### src/rtl/console_pad_mouse_serial_port_assert.svh
// Assertion macros for the controller port block.
// Included by the top level; no other dependencies.
`ifndef CONSOLE_PAD_MOUSE_SERIAL_PORT_ASSERT_SVH
`define CONSOLE_PAD_MOUSE_SERIAL_PORT_ASSERT_SVH
`ifndef SYNTH
`define CPMSP_ASSERT_SAME(label, clk, rst, ante, cons, msg) \
  label: assert property (@(posedge clk) disable iff (rst) (ante) |-> (cons)) \
    else $error(msg);
`define CPMSP_ASSERT_NEXT(label, clk, rst, ante, cons, msg) \
  label: assert property (@(posedge clk) disable iff (rst) (ante) |=> (cons)) \
    else $error(msg);
`else
`define CPMSP_ASSERT_SAME(label, clk, rst, ante, cons, msg)
`define CPMSP_ASSERT_NEXT(label, clk, rst, ante, cons, msg)
`endif
`endif

### src/rtl/cpmsp_pkg.sv
// Shared types and constants for the controller port block.
// No dependencies.
package cpmsp_pkg;

  typedef enum logic [1:0] {
    MODE_LOAD_PAD = 2'd0,
    MODE_MOTION   = 2'd1,
    MODE_LATCH    = 2'd2,
    MODE_READ     = 2'd3
  } mode_t;

  typedef enum logic [1:0] {
    DEV_NONE  = 2'd0,
    DEV_PAD   = 2'd1,
    DEV_MOUSE = 2'd2,
    DEV_GUN   = 2'd3
  } dev_t;

  localparam int unsigned SENS_LSB      = 20;
  localparam logic [6:0]  MAG_MAX       = 7'h7f;
  localparam logic [31:0] PAD_FILL      = 32'h0000_8000;
  localparam logic        MOUSE_SIG_BIT = 1'b1;

  typedef struct packed {
    mode_t              mode;
    logic [31:0]        pad_state;
    logic signed [15:0] motion_x;
    logic signed [15:0] motion_y;
    logic               button_left;
    logic               button_right;
    logic               latch_level;
  } item_t;

endpackage

### src/rtl/cpmsp_if.sv
// Valid/ready channel interfaces for the controller port block.
// Depends on nothing; payload widths follow the port's item and result fields.
interface cpmsp_item_if;
  logic               valid;
  logic               ready;
  logic [1:0]         mode;
  logic [31:0]        pad_state;
  logic signed [15:0] motion_x;
  logic signed [15:0] motion_y;
  logic               button_left;
  logic               button_right;
  logic               latch_level;

  modport source (output valid, mode, pad_state, motion_x, motion_y, button_left,
                  button_right, latch_level, input ready);
  modport sink (input valid, mode, pad_state, motion_x, motion_y, button_left,
                button_right, latch_level, output ready);
endinterface

interface cpmsp_result_if;
  logic valid;
  logic ready;
  logic data_bit;

  modport source (output valid, data_bit, input ready);
  modport sink (input valid, data_bit, output ready);
endinterface

### src/rtl/cpmsp_axis.sv
// One mouse axis: motion to sticky-sign / clamped-magnitude byte.
// Depends on cpmsp_pkg.
module cpmsp_axis
  import cpmsp_pkg::*;
(
  input  logic signed [15:0] motion,
  input  logic               sign_cur,
  output logic               sign_next,
  output logic [7:0]         axis_byte
);

  logic [7:0] coarse;
  logic [7:0] neg;
  logic [6:0] mag;

  // arithmetic shift by 8 keeps the high byte
  assign coarse = motion[15:8];
  assign neg    = ~coarse + 8'd1;

  always_comb begin
    if (!coarse[7]) begin
      mag = coarse[6:0];
    end else if (neg[7]) begin
      mag = MAG_MAX;
    end else begin
      mag = neg[6:0];
    end
  end

  // hold the previous sign when there is no motion
  assign sign_next = (coarse != 8'd0) ? coarse[7] : sign_cur;
  assign axis_byte = {sign_next, mag};

endmodule

### src/rtl/cpmsp_core.sv
// Port state (latch, shift and live words, mouse signs, sensitivity) and
// the per-item update. Depends on cpmsp_pkg and cpmsp_axis.
module cpmsp_core
  import cpmsp_pkg::*;
(
  input  logic  clk,
  input  logic  rst,
  input  logic  step,
  input  item_t item,
  input  dev_t  device_kind,
  output logic  data_bit
);

  logic        latch_high, latch_high_next;
  logic [31:0] shift_word, shift_word_next;
  logic [31:0] live_word, live_word_next;
  logic        sign_x, sign_x_next;
  logic        sign_y, sign_y_next;
  logic [7:0]  sens_count, sens_count_next;
  logic [1:0]  sens_mod3, sens_mod3_next;

  logic        ax_sign, ay_sign;
  logic [7:0]  ax_byte, ay_byte;
  logic [31:0] read_word;
  logic [31:0] live_sens;

  cpmsp_axis u_axis_x (
    .motion    (item.motion_x),
    .sign_cur  (sign_x),
    .sign_next (ax_sign),
    .axis_byte (ax_byte)
  );

  cpmsp_axis u_axis_y (
    .motion    (item.motion_y),
    .sign_cur  (sign_y),
    .sign_next (ay_sign),
    .axis_byte (ay_byte)
  );

  assign read_word = latch_high ? live_word : shift_word;

  always_comb begin
    live_sens = live_word;
    live_sens[SENS_LSB +: 2] = sens_mod3;
  end

  always_comb begin
    latch_high_next = latch_high;
    shift_word_next = shift_word;
    live_word_next  = live_word;
    sign_x_next     = sign_x;
    sign_y_next     = sign_y;
    sens_count_next = sens_count;
    sens_mod3_next  = sens_mod3;
    data_bit        = 1'b0;
    case (item.mode)
      MODE_LOAD_PAD: begin
        live_word_next = item.pad_state;
      end
      MODE_MOTION: begin
        sign_x_next    = ax_sign;
        sign_y_next    = ay_sign;
        live_word_next = {8'h00, item.button_right, item.button_left, sens_mod3,
                          3'b000, MOUSE_SIG_BIT, ay_byte, ax_byte};
      end
      MODE_LATCH: begin
        if (item.latch_level) begin
          shift_word_next = live_word;
          if (device_kind == DEV_MOUSE) begin
            live_word_next = live_sens;
          end
        end
        latch_high_next = item.latch_level;
      end
      MODE_READ: begin
        case (device_kind)
          DEV_NONE: begin
            latch_high_next = 1'b0;
            shift_word_next = '0;
            live_word_next  = '0;
            sign_x_next     = 1'b0;
            sign_y_next     = 1'b0;
            sens_count_next = '0;
            sens_mod3_next  = '0;
          end
          DEV_MOUSE: begin
            if (latch_high) begin
              live_word_next  = live_sens;
              sens_count_next = sens_count + 8'd1;
              // 256 is not a multiple of 3: the wrap restarts the residue at zero
              if (sens_count == 8'hff || sens_mod3 == 2'd2) begin
                sens_mod3_next = 2'd0;
              end else begin
                sens_mod3_next = sens_mod3 + 2'd1;
              end
            end
            data_bit        = read_word[31];
            shift_word_next = {read_word[30:0], 1'b1};
          end
          default: begin
            data_bit        = read_word[0];
            shift_word_next = {1'b0, read_word[31:1]} | PAD_FILL;
          end
        endcase
      end
      default: begin
        live_word_next = live_word;
      end
    endcase
  end

  always_ff @(posedge clk) begin
    if (rst) begin
      latch_high <= 1'b0;
      shift_word <= '0;
      live_word  <= '0;
      sign_x     <= 1'b0;
      sign_y     <= 1'b0;
      sens_count <= '0;
      sens_mod3  <= '0;
    end else if (step) begin
      latch_high <= latch_high_next;
      shift_word <= shift_word_next;
      live_word  <= live_word_next;
      sign_x     <= sign_x_next;
      sign_y     <= sign_y_next;
      sens_count <= sens_count_next;
      sens_mod3  <= sens_mod3_next;
    end
  end

endmodule

### src/rtl/console_pad_mouse_serial_port.sv
// Top level of the controller port: input register, core, result register.
// Depends on cpmsp_pkg, cpmsp_if, cpmsp_core and the assertion macro header.
//
// Usage:
//   item   - valid/ready sink carrying one port event: load pad word, mouse
//            motion, latch line level, or serial read.
//   result - valid/ready source carrying data_bit; only a read makes one.
//   cfg_we / cfg_wdata - write the attached device kind; change it only while
//            the block is idle.
// Order: an item is registered on transfer and applied to the port state when it
// leaves the input register; a read's data_bit is loaded into the result
// register at that same edge, which sets result valid.
// Throughput: one item per cycle while no read waits on the result register;
// every event is a single update of the port state as it leaves the input register.
// Stall: while the result register holds an untaken bit, a registered read
// waits and item ready drops; load, motion and latch items keep flowing.
// Reset: all port state clears, the device kind returns to gamepad and both
// registers empty.
`include "console_pad_mouse_serial_port_assert.svh"

module console_pad_mouse_serial_port
  import cpmsp_pkg::*;
(
  input  logic                  clk,
  input  logic                  rst,
  cpmsp_item_if.sink            item,
  cpmsp_result_if.source        result,
  input  logic                  cfg_we,
  input  logic [1:0]            cfg_wdata
);

  dev_t  device_kind;
  item_t item_r;
  logic  item_vld;
  logic  advance;
  logic  stage_read;
  logic  core_bit;
  logic  res_vld;
  logic  res_bit;

  always_ff @(posedge clk) begin
    if (rst) begin
      device_kind <= DEV_PAD;
    end else if (cfg_we) begin
      device_kind <= dev_t'(cfg_wdata);
    end
  end

  assign stage_read = (item_r.mode == MODE_READ);
  // hold a read while the previous bit is still waiting
  assign advance    = item_vld && !(stage_read && res_vld && !result.ready);
  assign item.ready = !item_vld || advance;

  always_ff @(posedge clk) begin
    if (rst) begin
      item_vld <= 1'b0;
    end else if (item.valid && item.ready) begin
      item_vld <= 1'b1;
    end else if (advance) begin
      item_vld <= 1'b0;
    end
  end

  always_ff @(posedge clk) begin
    if (item.valid && item.ready) begin
      item_r.mode         <= mode_t'(item.mode);
      item_r.pad_state    <= item.pad_state;
      item_r.motion_x     <= item.motion_x;
      item_r.motion_y     <= item.motion_y;
      item_r.button_left  <= item.button_left;
      item_r.button_right <= item.button_right;
      item_r.latch_level  <= item.latch_level;
    end
  end

  cpmsp_core u_core (
    .clk         (clk),
    .rst         (rst),
    .step        (advance),
    .item        (item_r),
    .device_kind (device_kind),
    .data_bit    (core_bit)
  );

  always_ff @(posedge clk) begin
    if (rst) begin
      res_vld <= 1'b0;
    end else if (advance && stage_read) begin
      res_vld <= 1'b1;
    end else if (result.ready) begin
      res_vld <= 1'b0;
    end
  end

  always_ff @(posedge clk) begin
    if (advance && stage_read) begin
      res_bit <= core_bit;
    end
  end

  assign result.valid    = res_vld;
  assign result.data_bit = res_bit;

  `CPMSP_ASSERT_NEXT(a_read_fills_result, clk, rst, advance && stage_read, res_vld && res_bit == $past(core_bit), "read did not load the result register")
  `CPMSP_ASSERT_NEXT(a_other_keeps_result, clk, rst, advance && !stage_read && res_vld && !result.ready, res_vld, "non-read item dropped a waiting result")
  `CPMSP_ASSERT_SAME(a_empty_stage_ready, clk, rst, !item_vld, item.ready, "empty input register refused a transfer")
  `CPMSP_ASSERT_SAME(a_no_device_zero, clk, rst, advance && stage_read && device_kind == DEV_NONE, !core_bit, "read with no device returned one")

endmodule
### src/flat_wrapper.sv
// flat-port wrapper written by rule: the top's interface ports become plain ports
module console_pad_mouse_serial_port_flat import cpmsp_pkg::*;
  (clk, rst, cfg_we, cfg_wdata, item_valid, item_mode, item_pad_state, item_motion_x, item_motion_y, item_button_left, item_button_right, item_latch_level, item_ready, result_valid, result_data_bit, result_ready);
  cpmsp_item_if item_i ();
  cpmsp_result_if result_i ();
  input  logic clk;
  input  logic rst;
  input  logic cfg_we;
  input  logic [1:0] cfg_wdata;
  input wire logic [$bits(item_i.valid)-1:0] item_valid;
  input wire logic [$bits(item_i.mode)-1:0] item_mode;
  input wire logic [$bits(item_i.pad_state)-1:0] item_pad_state;
  input wire logic [$bits(item_i.motion_x)-1:0] item_motion_x;
  input wire logic [$bits(item_i.motion_y)-1:0] item_motion_y;
  input wire logic [$bits(item_i.button_left)-1:0] item_button_left;
  input wire logic [$bits(item_i.button_right)-1:0] item_button_right;
  input wire logic [$bits(item_i.latch_level)-1:0] item_latch_level;
  output wire logic [$bits(item_i.ready)-1:0] item_ready;
  output wire logic [$bits(result_i.valid)-1:0] result_valid;
  output wire logic [$bits(result_i.data_bit)-1:0] result_data_bit;
  input wire logic [$bits(result_i.ready)-1:0] result_ready;
  assign item_i.valid = item_valid;
  assign item_i.mode = item_mode;
  assign item_i.pad_state = item_pad_state;
  assign item_i.motion_x = item_motion_x;
  assign item_i.motion_y = item_motion_y;
  assign item_i.button_left = item_button_left;
  assign item_i.button_right = item_button_right;
  assign item_i.latch_level = item_latch_level;
  assign item_ready = item_i.ready;
  assign result_valid = result_i.valid;
  assign result_data_bit = result_i.data_bit;
  assign result_i.ready = result_ready;
  console_pad_mouse_serial_port u_core (.clk(clk), .rst(rst), .item(item_i), .result(result_i), .cfg_we(cfg_we), .cfg_wdata(cfg_wdata));
endmodule
### config.mk
export PLATFORM = sky130hd
export DESIGN_NAME = console_pad_mouse_serial_port_flat
export DESIGN_NICKNAME = d
export VERILOG_FILES = /design/src/rtl/cpmsp_pkg.sv /design/src/rtl/cpmsp_if.sv /design/src/rtl/cpmsp_axis.sv /design/src/rtl/cpmsp_core.sv /design/src/rtl/console_pad_mouse_serial_port.sv /design/src/flat_wrapper.sv
export VERILOG_INCLUDE_DIRS = /design/src /design/src/rtl
export SDC_FILE = /design/constraint.sdc
export NUM_CORES = 1
export LEC_CHECK = 0
export BUFFER_PORTS_ARGS = -buffer_cell sky130_fd_sc_hd__buf_4
export CORE_UTILIZATION = 35
export CTS_CLUSTER_DIAMETER = 60
export DETAILED_ROUTE_END_ITERATION = 8
export MAX_ROUTING_LAYER = met4
export SYNTH_ARGS = -nofsm -noshare
export SYNTH_HDL_FRONTEND = slang
export SYNTH_SLANG_ARGS = --single-unit
### constraint.sdc
create_clock -name clk -period 12.2 [get_ports clk]
set_input_delay 2.44 -clock clk [delete_from_list [all_inputs] [get_ports clk]]
set_output_delay 2.44 -clock clk [all_outputs]
set_load 0.03 [all_outputs]
==> impl_metrics.csv <==
group,metric,value,unit
status,outcome,"finished, final reports clean",
synth,yosysSeqAreaShare,0.528,
synth,synthCells,609,
cts,clock-sinks,135,
floorplan,io_pins,79,
cts,cts_hold_buf,0,
sta,slew_headroom,0.197,
sta,layout_min_cycle_time,6.15,ns
cts,h-tree-depth,4,
power_and_ir_drop,internal-power,0.000873,W
final_layout,seq_area,3240,um^2
cts,cts.path.max_buffers,2,
sta,max_freq,163,MHz
power_and_ir_drop,clkPwrFrac,0.485,
hold_path,worstHoldPathType,"reg2reg",
final_layout,area_delta_synth_final,20.6,%
drt,first_pass_iters,4,
grt,grt_pass1_wl,23.7,mm
cts,post_cts_resized,0,
synth,yosysWarnings,0,
drt,drtAntennaViolNets,0,
final_layout,nNetsFinal,726,
synth,synthArstFlopShare,0,
floorplan,die_area,18100,um^2
sta,grt_setup_unrepaired,"false",
grt,grt_pass1_vias,4672,
sta,finalHoldWorstSlack,0.451,ns
synth,synth.top_cell.area_share,0.264,
setup_path,cp_max_fo,10,
synth,yosysMostFrequentCell,"dfxtp_1",
setup_path,start_kind,"primary input",
sta,worst_pin_slew,1.20,ns
place,dp_hpwl,9.47,mm
synth,ys.flop_type,"dfxtp_1",
synth,synth_area_leader_cell,"dfxtp_1",
drt,wl,14.3,mm
setup_path,critPathRequiredTime,9.76,ns
synth,synth-edff-count,54,
drt,vias,4873,
place,port_buffers,62,
synth,synth_fp_nets,689,
synth,syn-cell-area,6140,um^2
drt,post-route-drc-count,0,
power_and_ir_drop,power,0.00112,W
synth,syn_area_per_cell,10.1,um^2
cts,cts.clk_slew.worst_paths,0.06,ns
place,place.gp.congestion,0.772,
power_and_ir_drop,switchingPower,0.000251,W
sta,timing.final.crit_share,0.504,
setup_path,cp-end-kind,"output pin",
job,cap_viol_max_count,0,
sta,fin_worst_skew,0.00687,ns
setup_path,worstSetupPathType,"in2out",
setup_path,crit_arrival,3.71,ns
floorplan,die_h,134,um
floorplan,fp.coreArea,17200,um^2
final_layout,drive_gt1_frac,0.165,
final_layout,n_fill_cell,1633,
cts,numCtsBuffers,17,
cts,cts_tree,"built",
sta,hold_viol,0,
cts,cts_setup_buffers,0,
power_and_ir_drop,combPwrFrac,0.067,
synth,synth_cell_types,49,
synth,synthTopCellsByCount,"81 x dfxtp_1, 70 x a21oi_1, 54 x edfxtp_1, 47 x nor2_1, 44 x nand2_1",
floorplan,rows,48,
drt,avgRoutedWirePerCell,16.2,um
drt,drt_first_iter_violations,260,
floorplan,dieWidth,134,um
grt,grtUsageTotal,0.173,
power_and_ir_drop,power.density,152,nW/um^2
power_and_ir_drop,p_sw_frac,0.223,
power_and_ir_drop,power.leakage,2.44,nW
final_layout,diodes,0,
power_and_ir_drop,p_seq_frac,0.448,
drt,routed_via_density,5.51,
sta,setup_viol,0,
cts,clockRootBuffer,"clkbuf_16",
sta,finalMaxSlewViolations,0,
final_layout,multiInputGateArea,2670,um^2
power_and_ir_drop,peakVddDrop,0.0824,mV
grt,grt_max_degree,75,
synth,netlist_top_cells_area,"dfxtp_1 26%, edfxtp_1 26%, mux2i_1 5.9%, a21oi_1 5.7%, o221ai_1 4.6%",
sta,final.setup.tns,0,ns
grt,antenna_found_initial,0,
synth,ys_seq_elements,135,
floorplan,start_util,0.356,
grt,grt_overflow,0,
cts,insertion_delay,0.43,ns
[area by class of cell]
cell class              count  area share
clock buffers              21      0.0622
multi-input cells         406       0.360
inverters                  18     0.00912
clock inverters            11      0.0235
repair buffers             68      0.0689
flip-flops and latches    135       0.438
well taps                 225      0.0380
[final timing paths]
kind	startpoint	endpoint	slack, ns	cells after the start
max	result_ready	item_ready	6.05	4
min	u_core.u_core.shift_word[27]	u_core.u_core.shift_word[27]	0.45	2
max reg2reg	u_core.item_vld	u_core.u_core.sens_count[6]	9.48	4
min reg2reg	u_core.u_core.shift_word[27]	u_core.u_core.shift_word[27]	0.45	2
[layer usage]
metal  wire length (um)  track usage  vias up
li1                   -            -     2408
met1               6770        0.221     2334
met2               6730        0.268      105
met3                503       0.0355       26
met4                280       0.0643        0
met5                  0            -        -
[cell usage in the layout, fill, tap and decap left out, drive strengths merged, types with 6 or more instances in the layout]
master  Yosys  routed
dfxtp      81      81
a21oi      70      70
buf         8      68
edfxtp     54      54
nor2       47      47
nand2      44      44
mux2i      36      36
o211ai     33      33
o221ai     32      32
clkbuf     42      21
inv        18      18
o21ai      18      18
a211oi     16      16
nor3       12      12
and4       11      11
nand3       9       9
nand2b      7       7
o31ai       7       7
or4         6       6
or3         6       6
[worst max-delay path, stage by stage]
cell	delay (ns)
buf_4	0.11
nor2b_1	0.73
nand3_1	0.20
buf_4	0.23
[kinds of logic after synthesis]
family | after synthesis | share of synthesized area
compound gates | 203 | 0.226
simple gates | 158 | 0.129
buf+inv | 68 | 0.0424
fa+ha+maj | 4 | 0.00815
xor+xnor | 4 | 0.00571
mux | 37 | 0.0605
flops | 135 | 0.528
[registers in the layout (all words and copies together), names as in the netlist]
register and cells:
u_core.item_r 53, u_core.u_core.sens_count 8, u_core.result.data_bit 1, u_core.u_core.sign_x 1
u_core.u_core.live_word 32, u_core.device_kind 2, u_core.u_core.shift_word 32, u_core.u_core.sign_y 1
u_core.result.valid 1, u_core.u_core.sens_mod3 2, u_core.item_vld 1, u_core.u_core.latch_high 1
[power by group through the flow]
stage / clock network (W) / registers, W / logic (W)
after floorplan: 0 / 0.000506 / 0.0000494
after global placement: 0 / 0.000512 / 0.0000739
after detailed placement: 0 / 0.000512 / 0.0000761
after CTS: 0.000552 / 0.000503 / 0.0000763
after global routing: 0.000570 / 0.000505 / 0.0000840
final: 0.000545 / 0.000503 / 0.0000758
[metrics by stage]
stage | setup slack [ns] | std cells | instance area (um^2) | util
floorplan | 6.36 | 609 | 6140 | -
global placement | 6.08 | 852 | 6770 | 0.393
detailed placement | 6.04 | 852 | 6770 | 0.393
CTS | 6.05 | 884 | 7410 | 0.430
global route | 5.92 | 884 | 7410 | 0.430
finish | 6.05 | 884 | 7410 | 0.430
Power figures use the tool's default switching activity.
